$ cat src/hw/rtl/dmfir_pkg.sv
// Shared types, codes and coefficient tables for the dual-mode FIR input filter.
// No dependencies; imported by every module of the block.
`default_nettype none

package dmfir_pkg;

  localparam int SHORT_TAPS_DEF = 61;
  localparam int LONG_TAPS_DEF  = 135;
  localparam int COEF_FRAC_DEF  = 16;

  localparam int SAMPLE_W  = 16;
  localparam int RECIP_W   = 16;
  localparam int CMD_W     = 2;
  localparam int CFG_IDX_W = 1;

  localparam logic [RECIP_W-1:0] SHORT_RECIP_RST = 16'd8828;
  localparam logic [RECIP_W-1:0] LONG_RECIP_RST  = 16'd4214;

  localparam logic [CFG_IDX_W-1:0] REG_SHORT_RECIP = 1'b0;
  localparam logic [CFG_IDX_W-1:0] REG_LONG_RECIP  = 1'b1;

  localparam logic [CMD_W-1:0] CMD_SHORT = 2'd0;
  localparam logic [CMD_W-1:0] CMD_LONG  = 2'd1;

  typedef enum logic [1:0] {
    MODE_SHORT,
    MODE_LONG,
    MODE_BYPASS
  } mode_t;

  typedef struct packed {
    mode_t                       mode;
    logic signed [SAMPLE_W-1:0]  sample;
  } item_t;

  typedef enum logic [3:0] {
    ST_CLEAR,
    ST_IDLE,
    ST_WRITE,
    ST_MAC,
    ST_DRAIN,
    ST_MUL,
    ST_SUM,
    ST_MAG,
    ST_DONE
  } back_state_t;

  // Q2.16 table entries
  localparam int BASE_COEF_W = 18;
  localparam int SHORT_HALF  = 31;
  localparam int LONG_HALF   = 68;

  localparam logic signed [BASE_COEF_W-1:0] SHORT_HALF_COEF [SHORT_HALF] = '{
    -18'sd548, -18'sd1740, -18'sd2806, -18'sd3523, -18'sd3697, -18'sd3206, -18'sd2032,
    -18'sd284, 18'sd1805, 18'sd3902, 18'sd5620, 18'sd6577, 18'sd6468, 18'sd5130,
    18'sd2593, -18'sd896, -18'sd4878, -18'sd8728, -18'sd11724, -18'sd13146,
    -18'sd12384, -18'sd9034, -18'sd2982, 18'sd5554, 18'sd16023, 18'sd27586,
    18'sd39206, 18'sd49766, 18'sd58206, 18'sd63654, 18'sd65536
  };

  localparam logic signed [BASE_COEF_W-1:0] LONG_HALF_COEF [LONG_HALF] = '{
    18'sd2062, 18'sd2081, 18'sd1992, 18'sd1793, 18'sd1485, 18'sd1073, 18'sd573, 18'sd0,
    -18'sd621, -18'sd1262, -18'sd1895, -18'sd2486, -18'sd3003, -18'sd3416, -18'sd3694,
    -18'sd3816, -18'sd3761, -18'sd3520, -18'sd3088, -18'sd2473, -18'sd1689, -18'sd760,
    18'sd281, 18'sd1393, 18'sd2530, 18'sd3641, 18'sd4670, 18'sd5563, 18'sd6268,
    18'sd6737, 18'sd6929, 18'sd6812, 18'sd6366, 18'sd5584, 18'sd4472, 18'sd3053,
    18'sd1365, -18'sd540, -18'sd2596, -18'sd4724, -18'sd6836, -18'sd8837, -18'sd10627,
    -18'sd12107, -18'sd13179, -18'sd13754, -18'sd13752, -18'sd13107, -18'sd11772,
    -18'sd9718, -18'sd6936, -18'sd3444, 18'sd722, 18'sd5499, 18'sd10804, 18'sd16533,
    18'sd22566, 18'sd28769, 18'sd34996, 18'sd41098, 18'sd46924, 18'sd52324, 18'sd57161,
    18'sd61308, 18'sd64654, 18'sd67111, 18'sd68612, 18'sd69117
  };

  // Rescale a Q2.16 entry to frac fraction bits; narrowing rounds half away from zero.
  function automatic logic signed [31:0] scale_coef(logic signed [BASE_COEF_W-1:0] c,
                                                    int frac);
    logic signed [31:0] cx;
    logic [31:0]        mag;
    int                 sh;
    cx = 32'(c);
    if (frac >= 16) begin
      return cx <<< (frac - 16);
    end
    sh  = 16 - frac;
    mag = (cx < 0) ? 32'(-cx) : 32'(cx);
    mag = (mag + (32'd1 << (sh - 1))) >> sh;
    return (cx < 0) ? -$signed(mag) : $signed(mag);
  endfunction

endpackage

`default_nettype wire

$ cat src/hw/rtl/dmfir_front.sv
// Front end: takes requests, decodes the command into a mode, holds a 2-entry queue.
// Depends on dmfir_pkg.
`default_nettype none

module dmfir_front (
  input  wire logic                              clk,
  input  wire logic                              rst,
  input  wire logic                              in_valid,
  output logic                                   in_stall,
  input  wire logic [dmfir_pkg::CMD_W-1:0]       command,
  input  wire logic signed [dmfir_pkg::SAMPLE_W-1:0] sample_in,
  input  wire logic                              hold,
  output logic                                   q_valid,
  output dmfir_pkg::item_t                       q_item,
  input  wire logic                              pop
);
  import dmfir_pkg::*;

  item_t       q [2];
  logic        wr_ptr;
  logic        rd_ptr;
  logic [1:0]  count;
  logic        push;
  mode_t       mode;

  always_comb begin
    unique case (command)
      CMD_SHORT: mode = MODE_SHORT;
      CMD_LONG:  mode = MODE_LONG;
      default:   mode = MODE_BYPASS;
    endcase
  end

  assign in_stall = hold || (count == 2'd2);
  assign push     = in_valid && !in_stall;
  assign q_valid  = (count != 2'd0);
  assign q_item   = q[rd_ptr];

  always_ff @(posedge clk) begin
    if (push) begin
      q[wr_ptr] <= '{mode: mode, sample: sample_in};
    end
    if (rst) begin
      wr_ptr <= 1'b0;
      rd_ptr <= 1'b0;
      count  <= 2'd0;
    end else begin
      if (push) wr_ptr <= ~wr_ptr;
      if (pop)  rd_ptr <= ~rd_ptr;
      count <= count + 2'(push) - 2'(pop);
    end
  end

endmodule

`default_nettype wire

$ cat config.mk
export PLATFORM = sky130hd
export DESIGN_NAME = dmfir_front
export DESIGN_NICKNAME = d
export VERILOG_FILES = /design/src/hw/rtl/dmfir_pkg.sv /design/src/hw/rtl/dmfir_front.sv
export SDC_FILE = /design/constraint.sdc
export NUM_CORES = 1
export LEC_CHECK = 0
export BUFFER_PORTS_ARGS = -buffer_cell sky130_fd_sc_hd__buf_2
export CAP_MARGIN = 10
export CORE_ASPECT_RATIO = 0.75
export CORE_MARGIN = 4
export CORE_UTILIZATION = 47
export CTS_BUF_LIST = sky130_fd_sc_hd__clkbuf_8 sky130_fd_sc_hd__clkbuf_16
export DETAILED_ROUTE_END_ITERATION = 7
export GPL_ROUTABILITY_DRIVEN = 0
export GPL_TIMING_DRIVEN = 1
export PLACE_DENSITY_LB_ADDON = 0.2
export SYNTH_ARGS = -nofsm -noshare
export SYNTH_HDL_FRONTEND = slang
export SYNTH_SLANG_ARGS = --single-unit
$ cat constraint.sdc
create_clock -name clk -period 2 [get_ports clk]
set_input_delay 0.1 -clock clk [delete_from_list [all_inputs] [get_ports clk]]
set_output_delay 0.1 -clock clk [all_outputs]
set_load 0.01 [all_outputs]
* Yosys cells after proc, flatten, opt, wreduce, memory -nomap -nowiden
Memories as Yosys holds them, arrays and structs flattened. A register that Yosys moved wholly into a read port is not among the register bits.
Cells that the tools add are included.
** Word-level totals
- Bits in latches :: 0
- Flip-flop bits (word level) :: 4
- ROM bits :: 0
- RAM bits :: 36
- Memories kept :: 1
- Logic and storage cells :: 20
- Bits of input ports :: 23
** Operators by class
- Equal/unequal tests :: 2
- Magnitude comparators :: 0
- Multiply operators :: 0
- Divide/modulo/power cells :: 0
- Reductions and logical operators :: 5
- Shifts and indexed selects :: 0
- Add/sub/neg operators :: 2
- Muxes and demuxes :: 5
- Bitwise operators :: 2
** Memory list
- q :: words 2, width 18, rd ports 1, clocked after Yosys merged registers in 1, wr ports 1, line dmfir_front.sv:19 : item_t q [2];
** Operators by type and width (count)
- two-way mux 1 bit :: 4
- one-hot mux 2 bit (2 select lines) :: 1
- adder 2 x 1 -> 2 bit :: 1
- == test 2 x 1 -> 1 bit, second input constant :: 1
- == test 2 bit, second input constant :: 1
- zero test 2 bit :: 1
- NOT 1 bit :: 2
- nonzero test 2 bit :: 1
- subtractor 2 x 1 -> 2 bit :: 1
- logical AND 1 bit :: 1
- zero test 1 bit :: 1
- logical OR 1 bit :: 1

* Longest topological paths before layout
Gate-level depths: netlist of run 1.
- Depth after elaboration :: 6
- Mapped depth :: 8
- Mapped depth without buffers :: 8

* Worst setup path before layout of run 1
OpenSTA, ideal clock, no wires.
- Kind :: register to register
- From :: register count[0]
- To :: memory q[1][0] (netlist bit), enable pin
- Path buffers :: 0
- Data arrival time :: 1.348 ns
- Stages on the path, launching flop included :: 4
- Setup slack :: 0.260 ns
- Required time :: 1.607 ns
- Library setup time :: 0.393 ns
- Path through :: dfxtp_1 -> nand2b_2 -> nand3b_4 -> nor2_1
** Between the ends
- Word-level cells in the longest chain between the ends :: 6
** RTL lines
- from (decl) :: line dmfir_front.sv:22 : logic [1:0] count;
- from (signal assigned) :: line dmfir_front.sv:50 : count <= count + 2'(push) - 2'(pop);
- == test 2 bit :: line dmfir_front.sv:34 : assign in_stall = hold || (count == 2'd2);
- logical OR 1 bit :: line dmfir_front.sv:34
- zero test 1 bit :: line dmfir_front.sv:35 : assign push = in_valid && !in_stall;
- logical AND 1 bit :: line dmfir_front.sv:35
- two-way mux 1 bit :: line dmfir_front.sv:40 : if (push) begin
- two-way mux 1 bit (not written as such) :: line dmfir_front.sv:41 : q[wr_ptr] <= '{mode: mode, sample: sample_in};
- to (decl) :: line dmfir_front.sv:19
Every way passes these cells.

* Final worst setup path of run 1
- From :: register count[0]
- To :: register count[1]
** Between the ends
- Word-level cells in the longest chain between the ends :: 6
** RTL lines (line)
- == test 2 bit :: dmfir_front.sv:34
- logical OR 1 bit :: dmfir_front.sv:34
- zero test 1 bit :: dmfir_front.sv:35
- logical AND 1 bit :: dmfir_front.sv:35
- adder 2 x 1 -> 2 bit (*) :: dmfir_front.sv:50
- subtractor 2 x 1 -> 2 bit (*) :: dmfir_front.sv:50
Mark *: on every way between the ends. The rest lies on a longest branch, timed or not.
A chain may end at the register's enable or synchronous reset.

==> results of run 1 <==
-- metrics by stage --
| step | setup slack (ns) | area, sq um |
|---|---|---|
| floorplan | 0.260 | 1610 |
| global placement | 0.474 | 1880 |
| detailed placement | 0.387 | 1880 |
| CTS | 0.365 | 2060 |
| global route | 0.257 | 2120 |
| finish | 0.386 | 2120 |
-- path summary, 6_finish.rpt --
| kind | start | endpoint | slack, ns | depth (start not counted) |
|---|---|---|---|---|
| max | count[0]$_SDFF_PP0_ | count[1]$_SDFF_PP0_ | 0.39 | 8 |
| max reg2reg | count[0]$_SDFF_PP0_ | count[1]$_SDFF_PP0_ | 0.39 | 8 |
| min | sample_in[4] | q[0][4]$_DFFE_PP_ | 0.01 | 1 |
| min reg2reg | rd_ptr$_SDFFE_PP0P_ | flop | 0.52 | 2 |
-- flip-flops by register name (all words and copies together), names as in the netlist, named ones only --
| register | cells |
|---|---|
| rd_ptr | 1 |
| count | 2 |
| q | 36 |
| wr_ptr | 1 |
-- cells in the mapped netlist --
library cell	number	share of area, %
ha_1	2	1.6
and2_1	1	0.39
edfxtp_1	36	67
nand3b_4	1	1.2
or2_2	1	0.39
clkbuf_1	1	0.23
inv_1	2	0.47
nand2b_2	1	0.54
xnor2_1	1	0.54
nand2b_1	1	0.39
buf_12	1	1.2
nor2_1	7	1.6
nor3_1	1	0.31
buf_6	1	0.70
mux2_4	11	10
nor2b_1	2	0.78
dfxtp_1	5	6.2
xor2_1	1	0.54
mux2_2	8	5.6
-- final cells by class --
type	instances	area [sq um]	area share, %
sequential	41	1180	55.6
timing repair buffer	63	408	19.2
multi-input combinational	38	394	18.6
clock buffer	5	68.8	3.24
tap	40	50.0	2.36
clock inverter	3	13.8	0.648
inverter	2	7.51	0.354
-- worst max-delay path, cell delays in order (launching register included) --
cell and delay [ns]:
dfxtp_1 0.34, nand2b_2 0.15, nand3b_4 0.11, ha_1 0.29
inv_1 0.04, ha_1 0.18, xor2_1 0.15, and2_1 0.17
nor3_1 0.11
-- routing by layer --
layer	vias up	part of all wire [%]	track usage (%)
met4	0	0.96	4.49
met3	4	7.6	6.31
met1	403	41	14.8
met2	33	51	22.1
met5	-	0	0
li1	441	-	-
-- power breakdown --
| group | switching (uW) | total (uW) | internal [uW] |
|---|---|---|---|
| Combinational | 124 | 275 | 151 |
| Sequential | 16.3 | 998 | 982 |
| Clock | 253 | 489 | 236 |
-- timing repair --
action | CTS | global route
hold buffers | 10 | 6
gates resized for setup | 0 | 0
hold endpoints to repair | 19 | 11
-- cells by family (layout without fill, tap and decap cells) --
group / after synthesis / count (layout) / share of synthesized area (%)
DFF: 41 / 41 / 73.2
muxes: 19 / 19 / 15.8
and+or+nand+nor: 15 / 15 / 5.66
buffers and inverters: 5 / 73 / 2.64
adders and majority gates: 2 / 2 / 1.55
xor gates and xnor gates: 2 / 2 / 1.09
==> results.md, run 1 <==
* Worst setup EP type: flop
* Global-route usage over all layers at approximately an eighth
* Initial Util at 49.0%
* DRT iter0 DRCs at 49
* CP Data Required Time at 2.21 ns
* Mapped Area at about 0.0016 sq mm
* Unrepaired setup endpoints after global routing: no
* Endpoints failing setup at 0
* Pwr dens at around 830 mW/mm^2
* Setup TNS at 0 ns
* Number of diodes at 0
* Drt wl/cell at 14.1 um
* Total CTS buffers at 5
* Die footprint at approximately 0.0044 sq mm
* Hold_ws at roughly 0.012 ns
* CTS max path bufs at 2
* Vias in the first global route at approximately 960
* # Post-CTS Setup Buffers at 0
* Seq/Total Area, Yosys at around 73%
* Avg Synthesized Cell Area at 19.2 sq um
* Drt pass-1 iters at 3
* Routed via count at slightly below 900
* Max VDD drop at about 0.49 mV
* Die Y at roughly 59 um
* Status: finished clean
* PnR Total Power at 1760 uW
* Syn. warnings at 0
* First-pass GRT wire length at between 4000 and 5000 um
* Most frequent cells in the layout: 42 x buf_2, 36 x edfxtp_1, 16 x dlygate4sd3_1
* Leak at 0.000866 uW
* IO Pins at 43
* Worst-Margin Slew at roughly 0.31 ns
* Die Width at between 70 and 80 um
* Max Cap Viol at 0
* Clk root buf: clkbuf_8
* Min cycle time layout at 1.61 ns
* TritonCTS clock tree: built
* Nets at 176
* CTS Sinks at 41
* Crit start category: flop
* Share of cells above drive strength 1 at 51.3%
* Arrival time at the worst endpoint at 1.83 ns
* Cells after Synth at 84
* Largest net degree at the start of global routing at 19
* Clk_skew at 0.00328 ns
* Post-Route WL at ~2700 um
* Fillers at roughly 250
* DRC at 0
* Slew HR at around four fifths
* Area growth from synthesis to layout at 31.7%
* Most common library cell in the layout ignoring fill and taps: buf_2
* Vias per cell at about 4.6
* Endpoints failing hold at 0
* Routed Antenna Nets at 0
* Htree depth at 2
* Max-slew violations at 0
* Crit-path max FO at 4
* Synthesized Nets at about 110
* Skew-Pair Late Insertion Delay at between 0.2 and 0.3 ns
* Placed Cells incl. Taps at 168
* Peak Freq at 0.619 GHz
* Period utilisation layout at between 80% and 90%
* Grt total ovfl at 0
* Clock transition at path regs at around 0.070 ns
* Worst hold path class: input pin to flop
* Cell Count, Final, Fillers Out at about 190
* PortBufs at 42
* Crit path kind: flop to flop
* Rows at 18
* Netlist cell types at 19
* Synthesized flop and latch total at a little over 40
* Initial antenna violation count at 0
* Core area at ~0.0033 sq mm
* Post-DP HPWL at roughly 1900 um
* Final design utilization at between 60 and 70%
Note: power is estimated with default switching activity, not from simulation.
==> run 2: changes to the inputs <==
Settings changed: CORE_UTILIZATION 47 to 46.
Clock period 2 ns to 1.35 ns, I/O delays scaled along.
==> results.md, run 2 (same netlist as run 1, synthesis figures left out) <==
* Status: finished with violations
* Failing checks: negative setup slack
* Grt total ovfl at 0
* Global-route usage over all layers at between 10% and 20%
* Worst path bufs/invs at 1
* Routed Antenna Nets at 0
* Die Width at between 70 and 80 um
* Peak Freq at between 0.6 and 0.7 GHz
* Area growth from synthesis to layout at 50.6%
* Min cycle time layout at around 1.4 ns
* Die Y at 59.3 um
* Largest register FFs at 36
* Worst path max stage delay at around 0.33 ns
* Final design utilization at around 73%
* Top flop regs: q x36, count x2
* Endpoints failing hold at 0
* Arrival time at the worst endpoint at 1.65 ns
* Clk_skew at around 0.0067 ns
* Pwr dens at 1220 mW/mm^2
* Skew-Pair Late Insertion Delay at roughly 0.28 ns
* Reg-to-reg setup timing slack at -0.09 ns
* Worst-Margin Slew at between 0.15 and 0.2 ns
* Leak at 0.000994 uW
* Clock transition at path regs at ~0.07 ns
* Max Cap Viol at 0
* Rows at 18
* Global routing's busiest layer: met2
* Initial antenna violation count at 0
* TritonCTS clock tree: built
* Worst slack at placement at -0.122 ns
* R2R cell count at 8
* Clk root buf: clkbuf_8
* Share of cells above drive strength 1 at slightly below 60%
* WP depth at 8
* CTS max path bufs at 2
* PortBufs at 42
* Crit-path max FO at 2
* Crit-path cells: nand2b_4 > nand3b_4 > ha_4 > inv_2 > ha_4 > xor2_2 > and2_4 > nor3_2
* Most frequent cells in the layout: 36 x edfxtp_1, 28 x buf_2, 19 x mux2_4, 19 x buf_6, 17 x dlygate4sd3_1
* Drt wl/cell at around 14 um
* Hold_ws at 0.0286 ns
* Vias in the first global route at around 1000
* CTS Sinks at between 40 and 50
* Routed via count at around 950
* Hold Path Stages at 2
* Slowest-stage cell, CP: dfxtp_2
* IO Pins at 43
* DRC at 0
* Slew HR at between 80 and 90%
* Number of diodes at 0
* M2 GR Usage at a little under a quarter
* Top cell by count, worst path: ha_4
* Most common library cell in the layout ignoring fill and taps: edfxtp_1
* Grt met3 use at 5.93%
* Unrepaired setup endpoints after global routing: yes
* Drt pass-1 iters at 3
* Worst setup EP type: flop
* Crit start category: flop
* Crit path kind: flop to flop
* Max VDD drop at about 1.2 mV
* Post-Route WL at 2790 um
* Worst hold path class: input pin to flop
* Post-DP HPWL at 1850 um
* Setup TNS at -0.0894 ns
* Htree depth at 2
* GR Util met1 at between 10% and 20%
* # Post-CTS Setup Buffers at 0
* Vias per cell at between 4 and 5
* Worst path top cell family by delay: simple AND/OR/NAND/NOR gates
* CP Data Required Time at 1.56 ns
* Max-slew violations at 0
* Total CTS buffers at 5
* Period utilisation layout at 107%
* Core area at 0.00333 sq mm
* Initial Util at 48.4%
* Biggest register: q
* Area of the multi-input gates at around 480 sq um
* First-pass GRT wire length at approximately 4500 um
* Largest net degree at the start of global routing at 13
* Die footprint at roughly 0.0045 sq mm
* Fillers at roughly 230
* Register area at 0.00119 sq mm
* Endpoints failing setup at 1
* Final worst setup slack at -0.0894 ns
* Nets at between 150 and 200
* DRT iter0 DRCs at 9
==> run 2: report_power, final <==
group / internal (uW) / total [uW] / switching (uW)
registers: 1460 / 1490 / 30.7
logic: 354 / 578 / 225
clock network: 538 / 909 / 371
==> run 2: metrics by stage <==
stage / std cells / area, sq um / total power (uW)
3_3_place_gp: 175 / 1950 / 1920
3_5_place_dp: 175 / 1950 / 1930
2_1_floorplan: 84 / 1640 / 1770
4_1_cts: 201 / 2280 / 2910
5_1_grt: 201 / 2430 / 3120
6_report: 201 / 2430 / 2970
==> run 2: worst reg2reg max path, cell delays in order, from the launching register on <==
cell	delay [ns]
dfxtp_2	0.33
nand2b_4	0.13
nand3b_4	0.09
ha_4	0.27
inv_2	0.04
ha_4	0.15
xor2_2	0.14
and2_4	0.13
nor3_2	0.09
==> run 2: layout make-up <==
| cell class | instances | area share (%) |
|---|---|---|
| flip-flops and latches | 41 | 48.8 |
| clock inverters | 3 | 1.55 |
| repair buffers | 72 | 24.7 |
| clock buffers | 5 | 2.83 |
| inverters | 2 | 0.309 |
| multi-input cells | 38 | 19.7 |
| well taps | 40 | 2.06 |
==> run 2: path summary, 6_finish.rpt <==
path | from | endpoint
max | count[0]$_SDFF_PP0_ | count[1]$_SDFF_PP0_
min | rst | count[0]$_SDFF_PP0_
max reg2reg | count[0]$_SDFF_PP0_ | count[1]$_SDFF_PP0_
min reg2reg | rd_ptr$_SDFFE_PP0P_ | rd_ptr$_SDFFE_PP0P_
==> run 2: what timing repair did <==
action | 4_1_cts | 5_1_grt
hold endpoints to repair | 34 | 0
setup endpoints to repair | 20 | 32
hold buffers | 17 | 0
pin swaps | 0 | 1
resized for setup | 10 | 30
gates cloned | 1 | 0
==> run 2: routing by layer <==
metal | share of wire, % | vias up
li1 | - | 463
met1 | 39 | 453
met2 | 53 | 30
met3 | 6.9 | 5
met4 | 1.1 | 0
met5 | 0 | -
==> run 3: changes to the inputs <==
Settings changed: CELL_PAD_IN_SITES_DETAIL_PLACEMENT set to 0, CELL_PAD_IN_SITES_GLOBAL_PLACEMENT set to 1, CORE_UTILIZATION 46 to 38, CTS_CLUSTER_SIZE set to 16.
==> results.md, run 3 (same netlist as run 1, synthesis figures left out) <==
* CP Data Required Time at 1.57 ns
* Crit start category: flop
* DRT iter0 DRCs at 27
* Fillers at 328
* Post-DP HPWL at around 1800 um
* Vias in the first global route at just under 1k
* Die Y at 64.4 um
* Slowest-stage cell, CP: dfxtp_2
* Peak Freq at ~0.7 GHz
* Sequential share of power at roughly 52%
* Area of the multi-input gates at approximately 480 sq um
* Placed inst area at between 0.0015 and 0.002 sq mm
* TritonCTS clock tree: built
* Max-slew violations at 0
* Final worst setup slack at -0.108 ns
* Die Width at 83.2 um
* Most frequent cells in the layout: 36 x edfxtp_1, 28 x buf_2, 21 x buf_6
* Setup TNS at -1.86 ns
* Failing checks: negative setup slack
* Slew HR at between 80 and 90%
* Worst setup EP type: flop
* CTS Sinks at 41
* Crit path kind: flop to flop
* Clock share of power at a little over a quarter
* Htree depth at 2
* Unrepaired setup endpoints after global routing: yes
* Drt wl/cell at between 10 and 15 um
* Status: finished with violations
* Crit-path max FO at 2
* PortBufs at 42
* Period utilisation layout at 108%
* Sw Share at 22.0%
* Part of the power in combinational logic at between 20 and 25%
* Top flop regs: q x36, count x2
* Leak at roughly 0.001 uW
* CTS max path bufs at 2
* Crit-path cells: nand2b_4 > nand3b_4 > ha_4 > inv_2 > ha_4 > xor2_2 > and2_1 > nor3_2
* Number of diodes at 0
* Routed Antenna Nets at 0
* Total CTS buffers at 5
* IO Pins at 43
* Worst hold path class: input pin to flop
* Worst-Margin Slew at between 0.15 and 0.2 ns
* Initial antenna violation count at 0
* Top cell by count, worst path: ha_4
* Min cycle time layout at 1.46 ns
* Vias per cell at 4.30
* Max VDD drop at 0.576 mV
* Biggest register: q
* Initial Util at 39.5%
* Clk_skew at roughly 0.0077 ns
* Nets at between 150 and 200
* Largest register FFs at 36
* Largest net degree at the start of global routing at 13
* Rows at 20
* Die footprint at approximately 0.0054 sq mm
* Net Sw Power at approximately 630 uW
* Endpoints failing hold at 0
* First-pass GRT wire length at roughly 4400 um
* Arrival time at the worst endpoint at roughly 1.7 ns
* Area growth from synthesis to layout at 50.9%
* DRC at 0
* Drt pass-1 iters at 2
* Register area at ~0.0012 sq mm
* Pwr dens at 1170 mW/mm^2
* Core area at around 0.0041 sq mm
* Grt total ovfl at 0
* Clk root buf: clkbuf_8
* Share of cells above drive strength 1 at a little under three fifths
* Global-route usage over all layers at 10.9%
* Most common library cell in the layout ignoring fill and taps: edfxtp_1
* Clock transition at path regs at 0.07 ns
* Max Cap Viol at 0
* Endpoints failing setup at 37
* Post-Route WL at between 2000 and 3000 um
* Internal at ~2200 uW
* Worst slack at placement at -0.118 ns
* Skew-Pair Late Insertion Delay at ~0.28 ns
* Final instance area at about 0.0024 sq mm
* Worst path max stage delay at about 0.33 ns
* Routed via count at between 900 and 1k
[run 3: cell types whose count changed in the layout (fill, tap and decap cells not counted), sizes merged]
cell	delta
clkinv	-1
inv	+1
clkbuf	+1
bufinv	-1
[run 3: per-layer routing]
layer	wire length [um]	GRT usage (%)	up-vias	share of wire [%]
met5	0	0	-	0
met4	26	4.90	0	0.90
met3	233	4.70	4	8.1
met2	1450	19.2	32	50
met1	1180	11.3	431	41
li1	-	-	462	-
[run 3: metrics by stage]
step | utilization [%] | power, uW | hold slack (ns) | cells
global placement | 47.8 | 1910 | 0.254 | 187
detailed placement | 47.8 | 1920 | 0.259 | 187
finish | 59.7 | 2840 | 0.0138 | 216
CTS | 55.1 | 2760 | 0.000477 | 213
floorplan | - | 1770 | 0.132 | 84
global route | 59.7 | 2990 | 0.0178 | 216
[run 3: worst max-delay path, delay by kind of cell (launching register included)]
kind | cells | cell delay [ns]
XOR/XNOR | 1 | 0.15
buffers and inverters | 1 | 0.04
flip-flops | 1 | 0.33
AND/OR/NAND/NOR | 4 | 0.46
adder cells (fa/ha/maj) | 2 | 0.43
[run 3: cell type report]
type / instances / share of cell area (%)
clock inverters: 2 / 0.308
well taps: 55 / 2.83
inverters: 2 / 0.308
repair buffers: 72 / 24.8
flip-flops and latches: 41 / 48.7
multi-input cells: 38 / 19.6
clock buffers: 6 / 3.39
[run 3: power by group through the flow]
stage	clock network [uW]	logic [uW]	registers, uW
2_1_floorplan	0	260	1510
3_3_place_gp	0	406	1500
3_5_place_dp	0	413	1510
4_1_cts	805	472	1480
6_report	768	582	1490
5_1_grt	871	630	1490
[run 3: repair_timing]
action,4_1_cts,5_1_grt
setup buffers,0,1
gates resized for setup,8,36
endpoints found under the hold margin,34,0
pin swaps,0,1
setup endpoints to repair,19,53
hold buffers,17,0
gates cloned,1,2
[run 3: worst paths after layout]
kind	startpoint	cells past startpoint	endpoint	slack [ns]
max reg2reg	count[0]$_SDFF_PP0_	8	count[1]$_SDFF_PP0_	-0.11
max	count[0]$_SDFF_PP0_	8	count[1]$_SDFF_PP0_	-0.11
min	rst	2	count[0]$_SDFF_PP0_	0.01
min reg2reg	rd_ptr$_SDFFE_PP0P_	2	rd_ptr$_SDFFE_PP0P_	0.52
